## config.mk

```make
export PLATFORM = sky130hd
export DESIGN_NAME = host_command_frame_codec
export DESIGN_NICKNAME = d
export VERILOG_FILES = /design/src/hw/rtl/hcfc_pkg.sv /design/src/hw/rtl/hcfc_front.sv /design/src/hw/rtl/hcfc_queue.sv /design/src/hw/rtl/hcfc_back.sv /design/src/hw/rtl/host_command_frame_codec.sv
export SDC_FILE = /design/constraint.sdc
export NUM_CORES = 1
export LEC_CHECK = 0
export BUFFER_PORTS_ARGS = -buffer_cell sky130_fd_sc_hd__buf_2
export CORE_ASPECT_RATIO = 0.9
export CORE_MARGIN = 3
export CORE_UTILIZATION = 35
export CTS_CLUSTER_DIAMETER = 50
export CTS_CLUSTER_SIZE = 14
export DETAILED_ROUTE_END_ITERATION = 16
export PLACE_DENSITY = 0.51
export SYNTH_ARGS = -nofsm -noshare
export SYNTH_HDL_FRONTEND = slang
export SYNTH_SLANG_ARGS = --single-unit
```

## constraint.sdc

```tcl
create_clock -name clk -period 6.1 [get_ports clk]
set_input_delay 0.915 -clock clk [delete_from_list [all_inputs] [get_ports clk]]
set_output_delay 0.915 -clock clk [all_outputs]
set_load 0.02 [all_outputs]
```

## src/hw/rtl/hcfc_pkg.sv

```systemverilog
// Shared types and constants of the host command frame codec.
`timescale 1ns / 1ps

package hcfc_pkg;

	// Input opcodes
	localparam logic [1:0] OP_REQ_BYTE  = 2'd0;
	localparam logic [1:0] OP_REQ_STOP  = 2'd1;
	localparam logic [1:0] OP_RSP_HDR   = 2'd2;
	localparam logic [1:0] OP_RSP_DATA  = 2'd3;

	// Result kinds
	localparam logic [1:0] KIND_PARAM   = 2'd0;
	localparam logic [1:0] KIND_HEADER  = 2'd1;
	localparam logic [1:0] KIND_WIRE    = 2'd2;

	// Header status codes
	localparam logic [1:0] ST_OK         = 2'd0;
	localparam logic [1:0] ST_BAD        = 2'd1;
	localparam logic [1:0] ST_INCOMPLETE = 2'd2;

	// Framing limits
	localparam logic [7:0] MAX_PARAMS    = 8'd252;
	localparam logic [7:0] VBASE_RESET   = 8'd220;
	localparam logic [8:0] POS_MAX       = 9'h1ff;
	localparam logic [8:0] HDR_BYTES     = 9'd3;

	// Work for the back end: up to three results of one kind
	typedef struct packed {
		logic [1:0]       n_res;
		logic [1:0]       kind;
		logic [2:0][7:0]  byte_list;
		logic [7:0]       command;
		logic [7:0]       version;
		logic [7:0]       params_count;
		logic [1:0]       status;
	} desc_t;

	// Queue side of the front/back boundary
	typedef struct packed {
		logic  push;
		desc_t data;
	} push_t;

endpackage

```

## src/hw/rtl/hcfc_front.sv

```systemverilog
// Front end: accepts items, tracks framing state and builds result descriptors.
`timescale 1ns / 1ps

module hcfc_front (
	input  logic                 clk,
	input  logic                 arst_n,
	input  logic                 cfg_wr_en,
	input  logic [7:0]           cfg_wr_data,
	input  logic                 item_valid,
	output logic                 item_ready,
	input  logic [1:0]           opcode,
	input  logic [7:0]           data_byte,
	input  logic [7:0]           result_code,
	input  logic [7:0]           rsp_size,
	input  logic                 q_full,
	output hcfc_pkg::push_t      q_push
);

	logic [7:0] vbase_q;
	logic [8:0] pos_q;
	logic [7:0] req_sum_q;
	logic [7:0] cmd_q;
	logic [7:0] ver_q;
	logic [7:0] cnt_q;
	logic [1:0] verdict_q;
	logic       old_q;
	logic [7:0] rsp_sum_q;
	logic [7:0] rsp_left_q;

	logic [8:0] pos_d;
	logic [7:0] req_sum_d;
	logic [7:0] cmd_d;
	logic [7:0] ver_d;
	logic [7:0] cnt_d;
	logic [1:0] verdict_d;
	logic       old_d;
	logic [7:0] rsp_sum_d;
	logic [7:0] rsp_left_d;
	logic       accept;
	hcfc_pkg::desc_t desc;

	assign item_ready = !q_full;
	assign accept     = item_valid && item_ready;

	// Next framing state and the results this item causes
	always_comb begin
		logic [8:0] pay_end;
		logic [7:0] size;
		logic [7:0] sum_n;
		logic [7:0] left_n;
		pay_end    = {1'b0, cnt_q} + hcfc_pkg::HDR_BYTES;
		size       = (rsp_size > hcfc_pkg::MAX_PARAMS) ? hcfc_pkg::MAX_PARAMS
			: rsp_size;
		sum_n      = 8'd0;
		left_n     = 8'd0;
		pos_d      = pos_q;
		req_sum_d  = req_sum_q;
		cmd_d      = cmd_q;
		ver_d      = ver_q;
		cnt_d      = cnt_q;
		verdict_d  = verdict_q;
		old_d      = old_q;
		rsp_sum_d  = rsp_sum_q;
		rsp_left_d = rsp_left_q;
		desc       = '0;
		case (opcode)
			hcfc_pkg::OP_REQ_BYTE: begin
				if (pos_q == 9'd0) begin
					cmd_d     = 8'd0;
					cnt_d     = 8'd0;
					verdict_d = hcfc_pkg::ST_INCOMPLETE;
					if (data_byte >= vbase_q) begin
						old_d     = 1'b0;
						ver_d     = data_byte - vbase_q;
						req_sum_d = data_byte;
					end else begin
						old_d     = 1'b1;
						cmd_d     = data_byte;
						ver_d     = 8'd0;
						cnt_d     = hcfc_pkg::MAX_PARAMS;
						req_sum_d = 8'd0;
					end
				end else if (old_q) begin
					// old style: parameters past the limit are dropped
					if (pos_q <= {1'b0, hcfc_pkg::MAX_PARAMS}) begin
						desc.n_res        = 2'd1;
						desc.kind         = hcfc_pkg::KIND_PARAM;
						desc.byte_list[0] = data_byte;
					end
				end else if (pos_q == 9'd1) begin
					cmd_d     = data_byte;
					req_sum_d = req_sum_q + data_byte;
				end else if (pos_q == 9'd2) begin
					cnt_d     = data_byte;
					req_sum_d = req_sum_q + data_byte;
				end else if (pos_q < pay_end) begin
					desc.n_res        = 2'd1;
					desc.kind         = hcfc_pkg::KIND_PARAM;
					desc.byte_list[0] = data_byte;
					req_sum_d         = req_sum_q + data_byte;
				end else if (pos_q == pay_end) begin
					verdict_d = (req_sum_q == data_byte) ? hcfc_pkg::ST_OK
						: hcfc_pkg::ST_BAD;
				end
				pos_d = (pos_q < hcfc_pkg::POS_MAX) ? pos_q + 9'd1 : hcfc_pkg::POS_MAX;
			end
			hcfc_pkg::OP_REQ_STOP: begin
				desc.n_res = 2'd1;
				desc.kind  = hcfc_pkg::KIND_HEADER;
				if (pos_q == 9'd0) begin
					desc.status = hcfc_pkg::ST_INCOMPLETE;
				end else begin
					desc.command      = cmd_q;
					desc.version      = ver_q;
					desc.params_count = cnt_q;
					desc.status       = old_q ? hcfc_pkg::ST_OK : verdict_q;
				end
				pos_d     = 9'd0;
				req_sum_d = 8'd0;
				verdict_d = hcfc_pkg::ST_INCOMPLETE;
			end
			hcfc_pkg::OP_RSP_HDR: begin
				desc.kind         = hcfc_pkg::KIND_WIRE;
				desc.byte_list[0] = result_code;
				sum_n             = old_q ? 8'd0 : result_code + size;
				if (old_q) begin
					desc.byte_list[1] = sum_n;
					desc.n_res        = (size == 8'd0) ? 2'd2 : 2'd1;
				end else begin
					desc.byte_list[1] = size;
					desc.byte_list[2] = sum_n;
					desc.n_res        = (size == 8'd0) ? 2'd3 : 2'd2;
				end
				rsp_sum_d  = sum_n;
				rsp_left_d = size;
			end
			hcfc_pkg::OP_RSP_DATA: begin
				// data with nothing outstanding is stray and dropped
				if (rsp_left_q != 8'd0) begin
					sum_n             = rsp_sum_q + data_byte;
					left_n            = rsp_left_q - 8'd1;
					desc.kind         = hcfc_pkg::KIND_WIRE;
					desc.byte_list[0] = data_byte;
					desc.byte_list[1] = sum_n;
					desc.n_res        = (left_n == 8'd0) ? 2'd2 : 2'd1;
					rsp_sum_d         = sum_n;
					rsp_left_d        = left_n;
				end
			end
			default: begin
				desc = '0;
			end
		endcase
	end

	assign q_push.push = accept && (desc.n_res != 2'd0);
	assign q_push.data = desc;

	// Version base register
	always_ff @(posedge clk or negedge arst_n) begin
		if (!arst_n) begin
			vbase_q <= hcfc_pkg::VBASE_RESET;
		end else if (cfg_wr_en) begin
			vbase_q <= cfg_wr_data;
		end
	end

	// Framing state
	always_ff @(posedge clk or negedge arst_n) begin
		if (!arst_n) begin
			pos_q      <= 9'd0;
			req_sum_q  <= 8'd0;
			cmd_q      <= 8'd0;
			ver_q      <= 8'd0;
			cnt_q      <= 8'd0;
			verdict_q  <= hcfc_pkg::ST_INCOMPLETE;
			old_q      <= 1'b0;
			rsp_sum_q  <= 8'd0;
			rsp_left_q <= 8'd0;
		end else if (accept) begin
			pos_q      <= pos_d;
			req_sum_q  <= req_sum_d;
			cmd_q      <= cmd_d;
			ver_q      <= ver_d;
			cnt_q      <= cnt_d;
			verdict_q  <= verdict_d;
			old_q      <= old_d;
			rsp_sum_q  <= rsp_sum_d;
			rsp_left_q <= rsp_left_d;
		end
	end

endmodule

```

## src/hw/rtl/hcfc_queue.sv

```systemverilog
// Descriptor queue between the front and back ends.
`timescale 1ns / 1ps

module hcfc_queue #(
	parameter int DEPTH = 4
) (
	input  logic                 clk,
	input  logic                 arst_n,
	input  hcfc_pkg::push_t      q_push,
	output logic                 full,
	input  logic                 pop,
	output logic                 empty,
	output hcfc_pkg::desc_t      head
);

	localparam int PW = (DEPTH > 1) ? $clog2(DEPTH) : 1;
	localparam int CW = $clog2(DEPTH + 1);
	localparam logic [PW-1:0] PTR_LAST = PW'(DEPTH - 1);
	localparam logic [CW-1:0] CNT_FULL = CW'(DEPTH);

	hcfc_pkg::desc_t slot_q [DEPTH];
	logic [PW-1:0] wr_ptr_q;
	logic [PW-1:0] rd_ptr_q;
	logic [CW-1:0] cnt_q;

	assign full  = (cnt_q == CNT_FULL);
	assign empty = (cnt_q == '0);
	assign head  = slot_q[rd_ptr_q];

	// Storage
	always_ff @(posedge clk) begin
		if (q_push.push) begin
			slot_q[wr_ptr_q] <= q_push.data;
		end
	end

	// Pointers and fill count
	always_ff @(posedge clk or negedge arst_n) begin
		if (!arst_n) begin
			wr_ptr_q <= '0;
			rd_ptr_q <= '0;
			cnt_q    <= '0;
		end else begin
			if (q_push.push) begin
				wr_ptr_q <= (wr_ptr_q == PTR_LAST) ? '0 : wr_ptr_q + 1'b1;
			end
			if (pop) begin
				rd_ptr_q <= (rd_ptr_q == PTR_LAST) ? '0 : rd_ptr_q + 1'b1;
			end
			if (q_push.push && !pop) begin
				cnt_q <= cnt_q + 1'b1;
			end else if (pop && !q_push.push) begin
				cnt_q <= cnt_q - 1'b1;
			end
		end
	end

	a_no_overflow: assert property (@(posedge clk) disable iff (!arst_n)
		full |-> !q_push.push)
		else $error("descriptor pushed into full queue");

	a_no_underflow: assert property (@(posedge clk) disable iff (!arst_n)
		pop |-> !empty)
		else $error("descriptor popped from empty queue");

	a_count_moves: assert property (@(posedge clk) disable iff (!arst_n)
		(q_push.push && !pop) |=> (cnt_q == $past(cnt_q) + 1'b1))
		else $error("fill count did not follow a lone push");

endmodule

```

## src/hw/rtl/hcfc_back.sv

```systemverilog
// Back end: unrolls descriptors into result items through an output register.
`timescale 1ns / 1ps

module hcfc_back (
	input  logic                 clk,
	input  logic                 arst_n,
	input  logic                 empty,
	input  hcfc_pkg::desc_t      head,
	output logic                 pop,
	output logic                 result_valid,
	input  logic                 result_ready,
	output logic [1:0]           kind,
	output logic [7:0]           byte_value,
	output logic [7:0]           command,
	output logic [7:0]           version,
	output logic [7:0]           params_count,
	output logic [1:0]           status,
	output logic                 last
);

	logic [1:0] idx_q;
	logic       out_valid_q;
	logic [1:0] kind_q;
	logic [7:0] byte_q;
	logic [7:0] cmd_q;
	logic [7:0] ver_q;
	logic [7:0] cnt_q;
	logic [1:0] status_q;
	logic       last_q;
	logic       load;
	logic       final_res;

	assign load      = !empty && (!out_valid_q || result_ready);
	assign final_res = (idx_q == head.n_res - 2'd1);
	assign pop       = load && final_res;

	// Result index within the head descriptor
	always_ff @(posedge clk or negedge arst_n) begin
		if (!arst_n) begin
			idx_q <= 2'd0;
		end else if (load) begin
			idx_q <= final_res ? 2'd0 : idx_q + 2'd1;
		end
	end

	// Output register valid
	always_ff @(posedge clk or negedge arst_n) begin
		if (!arst_n) begin
			out_valid_q <= 1'b0;
		end else if (load) begin
			out_valid_q <= 1'b1;
		end else if (result_ready) begin
			out_valid_q <= 1'b0;
		end
	end

	// Output register payload
	always_ff @(posedge clk) begin
		if (load) begin
			kind_q   <= head.kind;
			byte_q   <= head.byte_list[idx_q];
			cmd_q    <= head.command;
			ver_q    <= head.version;
			cnt_q    <= head.params_count;
			status_q <= head.status;
			last_q   <= final_res;
		end
	end

	assign result_valid = out_valid_q;
	assign kind         = kind_q;
	assign byte_value   = byte_q;
	assign command      = cmd_q;
	assign version      = ver_q;
	assign params_count = cnt_q;
	assign status       = status_q;
	assign last         = last_q;

	a_head_has_work: assert property (@(posedge clk) disable iff (!arst_n)
		!empty |-> (head.n_res != 2'd0))
		else $error("queued descriptor carries no results");

	a_header_is_last: assert property (@(posedge clk) disable iff (!arst_n)
		(out_valid_q && kind_q == hcfc_pkg::KIND_HEADER) |-> last_q)
		else $error("header result not marked last");

endmodule

```

## src/hw/rtl/host_command_frame_codec.sv

```systemverilog
// Top level of the host command frame codec.
`timescale 1ns / 1ps

// Deframes host request bytes and frames response bytes with a byte-sum
// checksum. The front end takes one item per clock while the descriptor
// queue (QUEUE_DEPTH entries) has room, updates the framing state in that
// cycle and queues the zero to three results the item causes. The back end
// sends one result per clock while result_ready is high, through a registered
// output. An item causes one result for a parameter byte or a request stop,
// one to three for a response item, none for a byte that only updates state
// or is dropped. The output rate sets the sustained throughput; an item's
// first result passes the queue storage, then the output register.
// version_base is written through cfg_wr_en/cfg_wr_data and resets to 220.
module host_command_frame_codec #(
	parameter int QUEUE_DEPTH = 4
) (
	input  logic       clk,
	input  logic       arst_n,
	input  logic       cfg_wr_en,
	input  logic [7:0] cfg_wr_data,
	input  logic       item_valid,
	output logic       item_ready,
	input  logic [1:0] opcode,
	input  logic [7:0] data_byte,
	input  logic [7:0] result_code,
	input  logic [7:0] rsp_size,
	output logic       result_valid,
	input  logic       result_ready,
	output logic [1:0] kind,
	output logic [7:0] byte_value,
	output logic [7:0] command,
	output logic [7:0] version,
	output logic [7:0] params_count,
	output logic [1:0] status,
	output logic       last
);

	hcfc_pkg::push_t q_push;
	hcfc_pkg::desc_t head;
	logic            q_full;
	logic            q_empty;
	logic            q_pop;

	// Classification and framing state
	hcfc_front u_front (
		.clk           (clk),
		.arst_n        (arst_n),
		.cfg_wr_en     (cfg_wr_en),
		.cfg_wr_data   (cfg_wr_data),
		.item_valid    (item_valid),
		.item_ready    (item_ready),
		.opcode        (opcode),
		.data_byte     (data_byte),
		.result_code   (result_code),
		.rsp_size      (rsp_size),
		.q_full        (q_full),
		.q_push        (q_push)
	);

	// Decoupling queue
	hcfc_queue #(
		.DEPTH (QUEUE_DEPTH)
	) u_queue (
		.clk    (clk),
		.arst_n (arst_n),
		.q_push (q_push),
		.full   (q_full),
		.pop    (q_pop),
		.empty  (q_empty),
		.head   (head)
	);

	// Result sequencing
	hcfc_back u_back (
		.clk          (clk),
		.arst_n       (arst_n),
		.empty        (q_empty),
		.head         (head),
		.pop          (q_pop),
		.result_valid (result_valid),
		.result_ready (result_ready),
		.kind         (kind),
		.byte_value   (byte_value),
		.command      (command),
		.version      (version),
		.params_count (params_count),
		.status       (status),
		.last         (last)
	);

endmodule

```

Word level (Yosys, flattened, before mapping)
Memories as Yosys holds them, arrays and structs flattened. Cells that the tools add are included.

Bitwise gates (word level): 0. Mux-type cells: 73. $mul: 0. Reduce and logical (&&, ||, !) cells: 32. Div/mod/pow operators: 0. Add/sub/neg operators: 13. Equality and inequality tests: 20. $lt $le $gt $ge: 6. Shift operators: 0.

Operators by type and width (count): two-way mux 8 bit (30); one-hot mux 8 bit (2 select lines) (4); two-way mux 2 bit (14); two-way mux 26 bit (1); adder 8 bit (3); two-way mux 24 bit (1); one-hot mux 8 bit (3 select lines) (1); two-way mux 4 bit (5); one-hot mux 9 bit (2 select lines) (1); binary-select mux 8 bit (select 2 bit) (1); zero test 8 bit (2); two-way mux 16 bit (1); one-hot mux 4 bit (4 select lines) (1); nonzero test 2 bit (7); two-way mux 3 bit (4); != test 3 bit (second input constant) (4); adder 8 x 2 -> 9 bit (second input constant) (1); adder 9 x 1 -> 9 bit (second input constant) (1); == test 9 x 1 -> 1 bit (second input constant) (1); == test 9 x 2 -> 1 bit (second input constant) (1); == test 9 bit (1); less-or-equal comparator 9 x 8 -> 1 bit (second input constant) (1); zero test 9 bit (1); less-than comparator 9 bit (1); 33 further kinds (56).

Output and inout port bits: 39. Bits in latches: 0. Bits in read-only memories: 0. Bits in registers: 115. Memory bits (writable): 216. Memories kept: 1. Bits of input ports: 39. Logic and storage cells: 167.

Memories: u_queue.slot_q (depth 4, bits a word 54, read ports 1, clocked after memory_dff 0, write ports 1, RTL line hcfc_queue.sv:21) `hcfc_pkg::desc_t slot_q [DEPTH];`.

Depth between registers and ports, before layout
Word-level depth: 14. Gate-level depth with buffers: 17. Depth with buffers taken out: 17.

Cells and area by module
A second synthesis with hierarchy kept.

Cells, all modules: 1051. Area total of the unflattened synthesis: 15144.5 um^2.

Modules (own cells, without submodules): hcfc_queue (seq. area each 6661.4 um^2, times used 1, cells each 319, area each 8205.4 um^2); hcfc_front (seq. area each 1709.1 um^2, times used 1, cells each 648, area each 5475.3 um^2); hcfc_back (seq. area each 1186.1 um^2, times used 1, cells each 84, area each 1463.9 um^2).

Least setup slack after synthesis
OpenSTA, ideal clock, no wires.

Path type: input -> register. Start point: input result_ready. End point: register u_queue.cnt_q[1]. Buffers on the path: 0. Setup slack: 1.833 ns. Setup time: 0.125 ns. Data required time: 5.975 ns. Cell stages on the path: 7. Arrival time: 4.142 ns. Path through: inv_1 a21oi_1 nand2_2 ha_1 inv_1 fa_1 mux2_2.

Longest elaborated chain between the ends: 6. Elaborated cells on any way between the ends: 8. Classes of those cells: mux: 1; reduce/logical: 7.

RTL lines: start: declaration (RTL line host_command_frame_codec.sv:28) `input logic result_ready,`; logical OR 1 bit (*) (RTL line hcfc_back.sv:33) `assign load = !empty && (!out_valid_q || result_ready);`; logical AND 1 bit (*) (RTL line hcfc_back.sv:33); via u_back.load (RTL line hcfc_back.sv:30) `logic load;`; logical AND 1 bit (*) (RTL line hcfc_back.sv:35) `assign pop = load && final_res;`; zero test 1 bit (RTL line hcfc_queue.sv:50) `if (q_push.push && !pop) begin`; logical AND 1 bit (RTL line hcfc_queue.sv:50); two-way mux 3 bit or nonzero test 2 bit (tied branches); end signal: assignment (RTL line hcfc_queue.sv:51) `cnt_q <= cnt_q + 1'b1;`; end signal: assignment (RTL line hcfc_queue.sv:53) `cnt_q <= cnt_q - 1'b1;`; end: declaration (RTL line hcfc_queue.sv:24) `logic [CW-1:0] cnt_q;`.

Mark *: on every way through the listed nets, which the timed path passes. The rest lies on a longest branch. A chain may end at the register's enable or synchronous reset.

==> run_results.csv <==
group,metric,value,unit
status,status,"finished, final reports clean",
placed_design,routabilityCongestion,0.856,
yosys,synth.most_common_cell,"edfxtp_1",
routing,route.detailed.drc,0,
routing,drt-pass1-iter-count,5,
grt,antenna_found_initial,1,
sta,rsz0062_at_grt,"no",
placed_design,place_ws,1.80,ns
placed_design,port_buffers,77,
routing,vias,9192,
die,core_area,42300,µm²
sta,finalCritPeriodShare,70.0,%
yosys,async_flop_share,23.6,%
die,dieArea,45900,µm²
yosys,synth_nets,1145,
placed_design,hpwl,25700,µm
layout,layout-drive-gt1-share,20.5,%
power_and_ir_drop,p_per_area,487,nW/µm²
critical_path,crit_required,6.32,ns
yosys,yosysWarnings,0,
yosys,netlist_area,15200,µm²
power_and_ir_drop,p_leak,6.60,nW
critical_path,worst-setup-path-type,"reg -> reg",
die,start_util,35.9,%
cts,root_buffer,"clkbuf_16",
sta,final_max_slew_viol_count,0,
sta,clock.fmax,234,MHz
sta,relSlewSlack,34.6,%
critical_path,cp.arrival,4.49,ns
yosys,syn_area_per_cell,14.5,µm²
routing,avgRoutedWirePerCell,22.5,µm
critical_path,cp-start-kind,"flip-flop",
yosys,synthTopCellsByCount,"edfxtp_1, dfrtp_1, nand2_1, mux4_2, ha_1",
die,die_y,204,µm
cts,cts_tree,"done",
yosys,synth_top_area_share,50.1,%
yosys,yosysSeqAreaShare,63.0,%
critical_path,timing.rr.end,"u_queue.slot_q[0][14]$_DFFE_PP_",
cts,postCtsSetupBuffers,0,
cts,path_clk_slew,0.06,ns
sta,hold_viol,0,
power_and_ir_drop,ir_worst_vdd,0.220,mV
die,boundaryPins,78,
cts,holdBufCountCts,0,
routing,drtIter0Drc,770,
yosys,synth-edff-count,253,
cts,clk_path_buf_depth,3,
critical_path,reg2reg_slack,1.83,ns
cts,h-tree-depth,2,
yosys,yosys-top-cells-area,"edfxtp_1, dfrtp_1, mux4_2",
grt,grt_pass1_wl,59100,µm
die,die_w,225,µm
routing,wl_met2,18600,µm
cts,cts_sinks,331,
layout,fin_util,41.1,%
routing,viasPerCell,5.40,
yosys,synthDistinctLibCells,76,
critical_path,path_max_fanout,32,
routing,totalWireLength,38300,µm
yosys,synth_seq_cells,331,
critical_path,r2r_start,"u_front.cnt_q[0]$_DFFE_PN0P_",
flow_run,maxCapViolCount,0,
sta,final.setup.tns,0,ns
grt,grt_start_max_net_pins,55,
critical_path,end_kind,"flip-flop",
routing,ant_nets,0,
sta,fin_ws,1.83,ns
layout,area_growth,14.6,%
yosys,synthCells,1049,
cts,numCtsBuffers,39,
cts,ctsResizeCount,0,
grt,grt.overflow.total,0,
routing,top_layer_used,"met4",
sta,period_needed,4.27,ns
sta,setup_viol,0,
sta,worst_pin_slew,0.980,ns
routing,wl_met3,1830,µm
critical_path,reg2reg_depth,13,
layout,finalNetCount,1225,
grt,grt_use_total,17.1,%
layout,antennaDiodeCount,0,
sta,clock_skew,0.0141,ns
routing,wl_met1,17200,µm
cts,clock_latency,0.53,ns
die,rows,71,
grt,first_global_vias,9527,
worst_hold_path,hp-class,"in -> async",
yosys,synth_flop_cell,"edfxtp_1",
yosys,yosysTopAreaCell,"edfxtp_1",
[flip-flops by register name, indices dropped and copies added (netlist names), 2 cells and up]
signal,flops
u_back.status,2
u_front.verdict_q,2
u_back.params_count,8
u_queue.rd_ptr_q,2
u_front.req_sum_q,8
u_back.command,8
u_front.rsp_sum_q,8
u_front.cmd_q,8
u_front.rsp_left_q,8
u_front.pos_q,9
u_back.byte_value,8
u_back.version,8
u_front.cnt_q,8
u_queue.cnt_q,3
u_queue.wr_ptr_q,2
u_back.idx_q,2
u_back.kind,2
u_front.ver_q,8
u_queue.slot_q,216
u_front.vbase_q,8
[layout by cell type, fill, tap and decap left out, types with 6 or more instances in the layout]
| master | count |
|---|---|
| o21ai_1 | 6 |
| inv_1 | 41 |
| dfstp_2 | 6 |
| nand2_1 | 72 |
| and2_1 | 6 |
| a21oi_1 | 40 |
| buf_4 | 16 |
| nor2_1 | 42 |
| clkbuf_16 | 41 |
| a21o_1 | 16 |
| a22o_1 | 38 |
| nor2b_1 | 6 |
| a31oi_1 | 7 |
| edfxtp_1 | 253 |
| o21ai_0 | 45 |
| nand2b_1 | 7 |
| xor2_1 | 14 |
| and3_1 | 36 |
| or3_1 | 6 |
| o22ai_1 | 12 |
| a211oi_1 | 8 |
| xnor2_1 | 18 |
| dfrtp_1 | 70 |
| ha_1 | 52 |
| nor4_1 | 6 |
| nor3_1 | 22 |
| buf_2 | 76 |
| mux4_2 | 54 |
| nand3_1 | 15 |
| mux2i_1 | 11 |
[cell type report]
| class | instances | area (µm²) |
|---|---|---|
| Sequential cell | 331 | 9560 |
| Clock buffer | 44 | 1040 |
| Timing Repair Buffer | 92 | 500 |
| Inverter | 41 | 154 |
| Clock inverter | 23 | 218 |
| Tap cell | 547 | 684 |
| Fill cell | 3886 | 24900 |
| Multi-Input combinational cell | 624 | 5240 |
[metrics by stage]
stage               power (W)  instance area [µm²]  std cells  hold slack (ns)
global route          0.00899                17400       1702            0.326
CTS                   0.00861                17400       1702            0.317
detailed placement    0.00633                16100       1635            0.476
floorplan             0.00541                15200       1049            0.440
finish                0.00848                17400       1702            0.319
global placement      0.00630                16100       1635            0.480
[power by group]
group | internal (W) | switching (W)
Sequential | 0.00317 | 0.000342
Combinational | 0.00109 | 0.00162
Clock | 0.00129 | 0.000961
[logic make-up (layout without fill, tap and decap cells)]
| group | after synthesis | in the layout | synth area share, % |
|---|---|---|---|
| DFF | 331 | 331 | 63.0 |
| and+or+nand+nor | 246 | 246 | 8.31 |
| AOI/OAI and AO/OA | 216 | 216 | 9.86 |
| buffers and inverters | 94 | 200 | 2.63 |
| muxes | 72 | 72 | 9.32 |
| adders and majority gates | 57 | 57 | 4.95 |
| xor gates and xnor gates | 33 | 33 | 1.95 |
[how the worst max path moves through the flow]
| stage | start | end | slack [ns] | cells after the start |
|---|---|---|---|---|
| 2_1_floorplan | result_ready | u_queue.cnt_q[1]$_DFFE_PN0P_ | 1.83 | 7 |
| 3_3_place_gp | u_front.cnt_q[0]$_DFFE_PN0P_ | u_queue.slot_q[0][15]$_DFFE_PP_ | 1.89 | 13 |
| 6_report | u_front.cnt_q[0]$_DFFE_PN0P_ | u_queue.slot_q[0][14]$_DFFE_PP_ | 1.83 | 13 |
| 4_1_cts | u_front.cnt_q[0]$_DFFE_PN0P_ | u_queue.slot_q[0][14]$_DFFE_PP_ | 1.77 | 13 |
| 5_1_grt | u_front.cnt_q[0]$_DFFE_PN0P_ | u_queue.slot_q[0][15]$_DFFE_PP_ | 1.47 | 13 |
| 3_5_place_dp | u_front.cnt_q[0]$_DFFE_PN0P_ | u_queue.slot_q[0][14]$_DFFE_PP_ | 1.80 | 13 |
[layer usage]
| metal | GRT usage (%) | vias to the layer above |
|---|---|---|
| li1 | - | 4224 |
| met1 | 23.4 | 4694 |
| met2 | 28.6 | 223 |
| met3 | 2.94 | 51 |
| met4 | 4.04 | 0 |
| met5 | 0 | - |
[critical path, cell delays in order (launching register included)]
cell	delay [ns]
dfrtp_1	0.38
inv_1	0.09
ha_1	0.23
nor2_1	0.18
and3_1	0.22
nand3_1	0.10
ha_1	0.34
nand4_1	0.14
nor3_1	0.10
a2111oi_4	0.38
o21ai_2	0.14
a221oi_4	0.44
and2_2	0.84
buf_4	0.36
Power figures use the tool's default switching activity.
